`config.mk`:
```
export PLATFORM = sky130hd
export DESIGN_NAME = priority_counting_semaphore_top
export DESIGN_NICKNAME = d
export VERILOG_FILES = /design/src/hdl/psem_pkg.sv /design/src/hdl/priority_counting_semaphore_top.sv /design/src/hdl/psem_cell.sv
export SDC_FILE = /design/constraint.sdc
export NUM_CORES = 1
export LEC_CHECK = 0
export ABC_AREA = 1
export ABC_CLOCK_PERIOD_IN_PS = 6480
export BUFFER_PORTS_ARGS = -buffer_cell sky130_fd_sc_hd__clkbuf_2
export CAP_MARGIN = 20
export CORE_ASPECT_RATIO = 0.7
export CORE_UTILIZATION = 39
export CTS_BUF_LIST = sky130_fd_sc_hd__clkbuf_8
export DETAILED_ROUTE_END_ITERATION = 10
export HOLD_SLACK_MARGIN = 0.1
export PLACE_DENSITY = 0.57
export SYNTH_ARGS = -nofsm -noshare
export SYNTH_HDL_FRONTEND = slang
export SYNTH_HIERARCHICAL = 1
export SYNTH_SLANG_ARGS = --single-unit
export TNS_END_PERCENT = 100
```
`constraint.sdc`:
```
create_clock -name clk -period 6.48 [get_ports clk]
set_input_delay 0.972 -clock clk [delete_from_list [all_inputs] [get_ports clk]]
set_output_delay 0.972 -clock clk [all_outputs]
set_load 0.02 [all_outputs]
```
`src/hdl/psem_pkg.sv`:
```
// ============================================================================
// psem_pkg
// Shared types and codes for the priority counting semaphore.
// ============================================================================
package psem_pkg;

    localparam int OP_W     = 2;
    localparam int STATUS_W = 3;
    localparam int PRIO_W   = 6;
    localparam int CFG_W    = 16;

    localparam logic [OP_W-1:0] OP_DOWN     = 2'd0;
    localparam logic [OP_W-1:0] OP_TRY_DOWN = 2'd1;
    localparam logic [OP_W-1:0] OP_UP       = 2'd2;

    localparam logic [STATUS_W-1:0] ST_GRANTED    = 3'd0;
    localparam logic [STATUS_W-1:0] ST_QUEUED     = 3'd1;
    localparam logic [STATUS_W-1:0] ST_TRY_FAILED = 3'd2;
    localparam logic [STATUS_W-1:0] ST_WOKEN      = 3'd3;
    localparam logic [STATUS_W-1:0] ST_RAISED     = 3'd4;
    localparam logic [STATUS_W-1:0] ST_FULL       = 3'd5;

    typedef struct packed {
        logic push;
        logic pop;
    } cell_ctrl_t;

endpackage

```
`src/hdl/priority_counting_semaphore_top.sv`:
```
// A word's result is registered and shown in the cycle after the word is accepted.
// Throughput: one word per cycle; the queue chain inserts or pops in a single step.
// A held result stalls the input only while the output is stalled.
// Reset: count and waiter total clear, output empties; queue slots are not cleared.
// A configuration write reloads the count (saturated) and empties the queue.
// ============================================================================
// priority_counting_semaphore_top
// Counting semaphore with a priority-sorted wait queue built as a cell chain.
// ============================================================================
module priority_counting_semaphore_top
    import psem_pkg::*;
#(
    parameter int MAX_WAITERS    = 16,
    parameter int COUNT_BITS     = 16,
    parameter int THREAD_ID_BITS = 8
)
(
    input  logic                                 clk,
    input  logic                                 rst_n,
    input  logic                                 cfg_wr_en,
    input  logic [CFG_W-1:0]                     cfg_wr_data,
    input  logic                                 in_valid,
    output logic                                 in_stall,
    input  logic [OP_W-1:0]                      opcode,
    input  logic [THREAD_ID_BITS-1:0]            thread_id,
    input  logic [PRIO_W-1:0]                    priority_req,
    output logic                                 out_valid,
    input  logic                                 out_stall,
    output logic [STATUS_W-1:0]                  status,
    output logic [THREAD_ID_BITS-1:0]            woken_thread,
    output logic [COUNT_BITS-1:0]                count_now,
    output logic [$clog2(MAX_WAITERS+1)-1:0]     waiting_now
);

    localparam int TW = $clog2(MAX_WAITERS + 1);
    localparam int CW = (CFG_W > COUNT_BITS) ? CFG_W : COUNT_BITS;
    localparam logic [COUNT_BITS-1:0] COUNT_MAX = {COUNT_BITS{1'b1}};
    localparam logic [TW-1:0] TOTAL_MAX = TW'(MAX_WAITERS);

    logic [COUNT_BITS-1:0]     count_reg;
    logic [COUNT_BITS-1:0]     count_next;
    logic [TW-1:0]             total_reg;
    logic [TW-1:0]             total_next;
    logic                      out_valid_reg;
    logic                      out_valid_next;
    logic [STATUS_W-1:0]       status_reg;
    logic [STATUS_W-1:0]       status_next;
    logic [THREAD_ID_BITS-1:0] woken_reg;
    logic [THREAD_ID_BITS-1:0] woken_next;

    logic                      acc;
    logic [CW-1:0]             cfg_ext;
    logic [COUNT_BITS-1:0]     cfg_sat;
    cell_ctrl_t                ctrl;

    logic [MAX_WAITERS-1:0]    occ;
    logic [MAX_WAITERS-1:0]    keep;
    logic [THREAD_ID_BITS-1:0] cell_id   [MAX_WAITERS];
    logic [PRIO_W-1:0]         cell_prio [MAX_WAITERS];

    assign in_stall = out_valid_reg && out_stall;
    assign acc      = in_valid && !in_stall;

    assign cfg_ext = CW'(cfg_wr_data);
    assign cfg_sat = (cfg_ext > CW'(COUNT_MAX)) ? COUNT_MAX : cfg_ext[COUNT_BITS-1:0];

    always_comb
    begin
        count_next  = count_reg;
        total_next  = total_reg;
        status_next = status_reg;
        woken_next  = woken_reg;
        ctrl.push   = 1'b0;
        ctrl.pop    = 1'b0;
        out_valid_next = out_valid_reg && out_stall;
        if (acc)
        begin
            out_valid_next = 1'b1;
            woken_next     = '0;
            unique case (opcode)
                OP_DOWN, OP_TRY_DOWN:
                begin
                    priority if (count_reg != '0)
                    begin
                        count_next  = count_reg - COUNT_BITS'(1);
                        status_next = ST_GRANTED;
                    end
                    else if (opcode == OP_TRY_DOWN)
                    begin
                        status_next = ST_TRY_FAILED;
                    end
                    else if (total_reg == TOTAL_MAX)
                    begin
                        status_next = ST_FULL;
                    end
                    else
                    begin
                        ctrl.push   = 1'b1;
                        total_next  = total_reg + TW'(1);
                        status_next = ST_QUEUED;
                    end
                end
                OP_UP:
                begin
                    if (total_reg != '0)
                    begin
                        ctrl.pop    = 1'b1;
                        total_next  = total_reg - TW'(1);
                        woken_next  = cell_id[0];
                        status_next = ST_WOKEN;
                    end
                    else
                    begin
                        if (count_reg != COUNT_MAX)
                        begin
                            count_next = count_reg + COUNT_BITS'(1);
                        end
                        status_next = ST_RAISED;
                    end
                end
                default:
                begin
                    status_next = ST_TRY_FAILED;
                end
            endcase
        end
        if (cfg_wr_en)
        begin
            count_next = cfg_sat;
            total_next = '0;
            ctrl.push  = 1'b0;
            ctrl.pop   = 1'b0;
        end
    end

    genvar gi;
    generate
        for (gi = 0; gi < MAX_WAITERS; gi++)
        begin : g_cell
            logic                      lk;
            logic [THREAD_ID_BITS-1:0] lid;
            logic [PRIO_W-1:0]         lprio;
            logic [THREAD_ID_BITS-1:0] rid;
            logic [PRIO_W-1:0]         rprio;

            assign occ[gi] = total_reg > TW'(gi);

            if (gi == 0)
            begin : g_first
                assign lk    = 1'b1;
                assign lid   = thread_id;
                assign lprio = priority_req;
            end
            else
            begin : g_mid
                assign lk    = keep[gi-1];
                assign lid   = cell_id[gi-1];
                assign lprio = cell_prio[gi-1];
            end

            if (gi == MAX_WAITERS - 1)
            begin : g_last
                assign rid   = thread_id;
                assign rprio = priority_req;
            end
            else
            begin : g_inner
                assign rid   = cell_id[gi+1];
                assign rprio = cell_prio[gi+1];
            end

            psem_cell #(
                .ID_W (THREAD_ID_BITS)
            ) u_cell (
                .clk        (clk),
                .ctrl       (ctrl),
                .occ        (occ[gi]),
                .new_id     (thread_id),
                .new_prio   (priority_req),
                .left_keep  (lk),
                .left_id    (lid),
                .left_prio  (lprio),
                .right_id   (rid),
                .right_prio (rprio),
                .keep       (keep[gi]),
                .id         (cell_id[gi]),
                .prio       (cell_prio[gi])
            );
        end
    endgenerate

    always_ff @(posedge clk or negedge rst_n)
    begin
        if (!rst_n)
        begin
            count_reg     <= '0;
            total_reg     <= '0;
            out_valid_reg <= 1'b0;
        end
        else
        begin
            count_reg     <= count_next;
            total_reg     <= total_next;
            out_valid_reg <= out_valid_next;
        end
    end

    logic [COUNT_BITS-1:0] count_out_reg;
    logic [TW-1:0]         total_out_reg;

    always_ff @(posedge clk)
    begin
        if (acc)
        begin
            status_reg    <= status_next;
            woken_reg     <= woken_next;
            count_out_reg <= count_next;
            total_out_reg <= total_next;
        end
    end

    assign out_valid    = out_valid_reg;
    assign status       = status_reg;
    assign woken_thread = woken_reg;
    assign count_now    = count_out_reg;
    assign waiting_now  = total_out_reg;

endmodule

```
`src/hdl/psem_cell.sv`:
```
// ============================================================================
// psem_cell
// One slot of the sorted wait queue: holds a thread id and its priority,
// shifts right on insert behind equal or higher priorities, shifts left on pop.
// ============================================================================
module psem_cell
    import psem_pkg::*;
#(
    parameter int ID_W = 8
)
(
    input  logic              clk,
    input  cell_ctrl_t        ctrl,
    input  logic              occ,
    input  logic [ID_W-1:0]   new_id,
    input  logic [PRIO_W-1:0] new_prio,
    input  logic              left_keep,
    input  logic [ID_W-1:0]   left_id,
    input  logic [PRIO_W-1:0] left_prio,
    input  logic [ID_W-1:0]   right_id,
    input  logic [PRIO_W-1:0] right_prio,
    output logic              keep,
    output logic [ID_W-1:0]   id,
    output logic [PRIO_W-1:0] prio
);

    logic [ID_W-1:0]   id_reg;
    logic [ID_W-1:0]   id_next;
    logic [PRIO_W-1:0] prio_reg;
    logic [PRIO_W-1:0] prio_next;

    assign keep = occ && (prio_reg >= new_prio);
    assign id   = id_reg;
    assign prio = prio_reg;

    always_comb
    begin
        id_next   = id_reg;
        prio_next = prio_reg;
        priority if (ctrl.push)
        begin
            priority if (keep)
            begin
                id_next   = id_reg;
                prio_next = prio_reg;
            end
            else if (left_keep)
            begin
                id_next   = new_id;
                prio_next = new_prio;
            end
            else
            begin
                id_next   = left_id;
                prio_next = left_prio;
            end
        end
        else if (ctrl.pop)
        begin
            id_next   = right_id;
            prio_next = right_prio;
        end
        else
        begin
            id_next   = id_reg;
            prio_next = prio_reg;
        end
    end

    always_ff @(posedge clk)
    begin
        id_reg   <= id_next;
        prio_reg <= prio_next;
    end

endmodule

```
==> results of run 1 <==
==> power by group through the flow <==
stage / clock, mW / sequential (mW) / combinational [mW]
floorplan: 0 / 2.07 / 0.354
global placement: 0 / 2.09 / 0.494
detailed placement: 0 / 2.08 / 0.505
CTS: 1.54 / 2.05 / 0.507
global route: 1.62 / 2.05 / 0.577
finish: 1.51 / 2.05 / 0.513
==> metrics by stage <==
stage                     cells  setup WS [ns]   util  hold slack [ns]
after floorplan            2287         0.0605      -            0.500
after detailed placement   2888           2.01  0.412            0.503
after global routing       2973           2.32  0.431            0.391
final                      2973           2.54  0.431            0.389
after global placement     2888           2.14  0.412            0.486
after CTS                  2973           2.66  0.431            0.377
==> layer usage <==
metal	up-vias	part of all wire	GRT usage
li1	7669	-	-
met1	7328	0.47	0.389
met2	901	0.38	0.319
met3	75	0.13	0.0686
met4	0	0.016	0.0515
met5	-	0	0
==> path summary, 6_finish.rpt <==
path,cells after the start,slack (ns),end
worst max-delay path,8,2.54,g_cell[10].u_cell/id[1]$_DFFE_PP_
worst min-delay path,1,0.39,count_reg[7]$_DFF_PN0_
worst max register to register,8,2.90,g_cell[10].u_cell/id[1]$_DFFE_PP_
worst min register to register,2,0.51,out_valid$_DFF_PN0_
max in group asynchronous,1,5.67,total_reg[4]$_DFF_PN0_
min in group clk,2,0.51,out_valid$_DFF_PN0_
==> layout make-up <==
| class | instances | area share |
|---|---|---|
| Clock inverter | 35 | 0.00902 |
| Clock buffer | 50 | 0.0352 |
| Tap cell | 603 | 0.0386 |
| Multi-Input combinational cell | 1650 | 0.419 |
| Sequential cell | 278 | 0.421 |
| Inverter | 277 | 0.0533 |
| Timing Repair Buffer | 80 | 0.0230 |
==> flow_summary.yaml, run 1 <==
clock_tree:
  cts_resized: 0
  clk-insertion-delay-late_ns: 0.60
  numCtsBuffers: 46
  cts_tree: "built"
  ctsHoldBuffers: 0
  htreeDepth: 2
  cts_sinks: 278
  postCtsSetupBuffers: 0
  cts_buffer_depth: 3
  root_buffer: "clkbuf_8"
  cts.clk_slew.worst_paths_ns: 0.06
placement:
  gp_congestion: 0.935
  port-buffer-count: 70
  post_dp_cell_area_sq_um: 18700
  dp_hpwl_um: 40500
sta:
  maxSlewViolCount: 0
  worstMarginPinSlew_ns: 0.816
  slew_headroom: 0.455
  grt_setup_unrepaired: "false"
  finalSetupTns_ns: 0
  timing.fmax_ghz: 0.254
  hold_viol: 0
  clock_skew_ns: 0.0205
  finalCritPeriodShare: 0.609
  period_needed_ns: 3.94
  setup_violations: 0
setup_path:
  slowest_delay_ns: 0.67
  critPathRequiredTime_ns: 6.69
  endpoint_kind: "register"
  crit_arrival_ns: 4.16
  start_kind: "primary input"
  path_buf_inv: 3
  crit_type: "in2reg"
  worstSetupStartpoint: "opcode[1]"
  crit_fanout: 18
  crit_top_cell: "nand2_1"
  rr_startpoint: "total_reg[0]$_DFF_PN0_"
  cp_slowest_cell: "nor2_2"
  worstPathCellList: "clkbuf_2, inv_2, nor2_2, nand2_1, nor2_2, buf_4, nand2_1, nand2_1"
  critPathTopFamily: "simple AND/OR/NAND/NOR gates"
final_layout:
  fillers: 4569
  drive_gt1_frac: 0.0916
  nNetsFinal: 2475
  largest_reg_flops: 128
  regArea_sq_um: 8240
  syn2layout_area_growth_pct: 8.21
  antenna_cells: 0
  finalInstanceArea_sq_um: 19600
  multiInputGateArea_sq_um: 8200
  final_common_cell: "nand2_1"
  layout_common_cells: "nand2_1 (595), o21ai_1 (342), nor2_1 (292)"
logic_synthesis:
  yosysWarnings: 6
  syn_area_sq_um: 18100
  synth_cells: 2282
  avgSynthCellArea_sq_um: 7.92
power_and_ir_drop:
  power_density_nw_per_um2: 208
  ir_worst_vdd_mv: 0.132
  p_int_mw: 2.88
  switchingPower_mw: 1.19
  leakage_nw: 8.83
  clock_power_share: 0.371
  power_frac_comb: 0.126
  swShare: 0.293
  power.total_mw: 4.08
  seqPwrFrac: 0.503
job:
  maxCapViolations: 0
route:
  wl_per_cell_um: 19.5
  vias_per_cell: 5.37
  ant_nets: 0
  firstDrtPassIters: 6
  first_iter_violations: 2000
  vias: 16000
  drc_errors: 0
  finalWirelength_um: 57900
global_route:
  grt_usage: 0.244
  grt_max_degree: 147
  grt_pass1_vias: 14700
  grt.overflow.total: 0
  antenna_found_initial: 0
  grt_pass1_wl_um: 88000
floorplan:
  core_sq_um: 45400
  dieArea_sq_um: 47200
  initial_core_util: 0.398
  io_pins: 71
  num_rows: 65
  die_h_um: 182
  die_w_um: 259
hold_path:
  worstHoldPathType: "in2async"
run_status:
  status: "finished, final reports clean"
Power figures use the tool's default switching activity.
==> run 2, diff against run 1 <==
--- a/config.mk
+++ b/config.mk
@@ -6,7 +6,7 @@
 export NUM_CORES = 1
 export LEC_CHECK = 0
 export ABC_AREA = 1
-export ABC_CLOCK_PERIOD_IN_PS = 6480
+export ABC_CLOCK_PERIOD_IN_PS = 3900
 export BUFFER_PORTS_ARGS = -buffer_cell sky130_fd_sc_hd__clkbuf_2
 export CAP_MARGIN = 20
 export CORE_ASPECT_RATIO = 0.7
==> constraint.sdc (replaced) <==
create_clock -name clk -period 3.9 [get_ports clk]
set_input_delay 0.585 -clock clk [delete_from_list [all_inputs] [get_ports clk]]
set_output_delay 0.585 -clock clk [all_outputs]
set_load 0.02 [all_outputs]
==> run 2 against run 1 <==
  * Total power is 68% higher
  * Clock power rose by 72%
  * Clock-buffer cell count increased by 1
  * Worst setup slack worse by 1.9 ns
  * Utilization grew 0.38 points
  * Largest cell class unchanged
==> flow_summary.yaml, run 2 (synthesis gave the netlist of run 1 again) <==
sta:
  period_needed_ns: 3.23
  maxSlewViolCount: 0
  hold_viol: 0
  timing.fmax_ghz: 0.310
  finalCritPeriodShare: 0.828
  slew_headroom: 0.323
  worstMarginPinSlew_ns: 1.02
  finalSetupTns_ns: 0
  grt_setup_unrepaired: "false"
  timing.hold.ws_ns: 0.235
  clock_skew_ns: 0.0260
  timing.final.ws_setup_ns: 0.670
  setup_violations: 0
power_and_ir_drop:
  switchingPower_mw: 1.98
  power_density_nw_per_um2: 348
  leakage_nw: 8.94
  p_int_mw: 4.88
  power_frac_comb: 0.128
  seqPwrFrac: 0.494
  ir_worst_vdd_mv: 0.191
  clock_power_share: 0.378
  swShare: 0.289
global_route:
  grt_pass1_vias: 14900
  grt.overflow.total: 0
  antenna_found_initial: 1
  grt_max_degree: 120
  grt_pass1_wl_um: 85100
  grt_usage: 0.230
hold_path:
  hold_depth: 3
  worstHoldPathType: "in2reg"
  min_from: "out_stall"
setup_path:
  reg2reg_slack_ns: 0.67
  rr_startpoint: "count_reg[0]$_DFF_PN0_"
  reg2reg_depth: 12
  crit_arrival_ns: 3.41
  critPathRequiredTime_ns: 4.08
  crit_fanout: 104
  crit_type: "reg2reg"
  rr_endpoint: "g_cell[4].u_cell/id[4]$_DFFE_PP_"
  worstSetupStartpoint: "count_reg[0]$_DFF_PN0_"
  endpoint_kind: "register"
  cp-endpoint: "g_cell[4].u_cell/id[4]$_DFFE_PP_"
  start_kind: "register"
clock_tree:
  cts_sinks: 278
  root_buffer: "clkbuf_8"
  cts.clk_slew.worst_paths_ns: 0.06
  cts_tree: "built"
  cts_resized: 0
  numCtsBuffers: 47
  clk-insertion-delay-late_ns: 0.59
  cts_buffer_depth: 3
  htreeDepth: 2
floorplan:
  die_w_um: 259
  dieArea_sq_um: 47200
  core_sq_um: 45400
  num_rows: 65
  die_h_um: 182
  io_pins: 71
  initial_core_util: 0.398
route:
  ant_nets: 0
  finalWirelength_um: 54500
  vias_per_cell: 5.29
  drc_errors: 0
  vias: 15800
  wl_per_cell_um: 18.2
  firstDrtPassIters: 8
  first_iter_violations: 1450
final_layout:
  nNetsFinal: 2495
  syn2layout_area_growth_pct: 9.16
  final_common_cell: "nand2_1"
  largest_reg_flops: 128
  drive_gt1_frac: 0.0979
  multiInputGateArea_sq_um: 8200
  regArea_sq_um: 8240
  layout_common_cells: "nand2_1 (595), o21ai_1 (342), nor2_1 (293)"
  layoutNonFillerInstCount: 2993
  finalInstanceArea_sq_um: 19700
  fillers: 4605
job:
  maxCapViolations: 0
placement:
  gp_congestion: 0.927
  port-buffer-count: 70
  preCtsSetupSlack_ns: 0.658
  post_dp_cell_area_sq_um: 18800
  dp_hpwl_um: 39000
  dp.cells: 2906
run_status:
  status: "finished, final reports clean"
-- run 2: metal layers --
metal / vias to the layer above / wire, um / track usage
met2: 673 / 21300 / 0.312
met3: 58 / 5380 / 0.0547
met4: 0 / 865 / 0.0518
li1: 7712 / - / -
met1: 7399 / 27000 / 0.362
met5: - / 0 / 0
-- run 2: layout make-up --
class | count | area share
Antenna cell | 1 | 0.000127
Clock buffer | 51 | 0.0356
Clock inverter | 34 | 0.00964
Inverter | 277 | 0.0528
Multi-Input combinational cell | 1650 | 0.416
Sequential cell | 278 | 0.418
Tap cell | 603 | 0.0383
Timing Repair Buffer | 99 | 0.0302
-- run 2: metrics by stage --
step           total power, mW  utilization
6_report                  6.86        0.435
5_1_grt                   7.15        0.435
4_1_cts                   6.91        0.435
3_5_place_dp              4.32        0.415
3_3_place_gp              4.30        0.415
2_1_floorplan             4.03            -
-- run 2: critical path, cell delays in order (launching register included) --
cell and delay (ns):
dfrtp_1 0.49, inv_2 0.17, ha_1 0.18, nand3_1 0.09, nor2_2 0.16, nand2_4 0.09
nor2_4 0.11, nand3_2 0.14, nor2_4 0.19, buf_12 0.30, inv_2 0.23, nand2_1 0.12
nand2_1 0.39
-- run 2: worst min-delay path by stage --
stage | endpoint
after floorplan | count_reg[0]$_DFF_PN0_
after global placement | out_valid$_DFF_PN0_
after detailed placement | out_valid$_DFF_PN0_
after CTS | out_valid$_DFF_PN0_
after global routing | out_valid$_DFF_PN0_
final | out_valid$_DFF_PN0_
-- run 2: power groups by stage --
stage	logic, mW	registers, mW	clock network [mW]
after floorplan	0.588	3.44	0
after global placement	0.848	3.45	0
after detailed placement	0.864	3.45	0
after CTS	0.869	3.39	2.65
after global routing	0.985	3.40	2.77
final	0.879	3.39	2.59
-- run 2: what timing repair did --
item / 4_1_cts / 5_1_grt
buffers inserted: 0 / 0
hold buffers: 1 / 0
hold endpoints to repair: 22 / 0
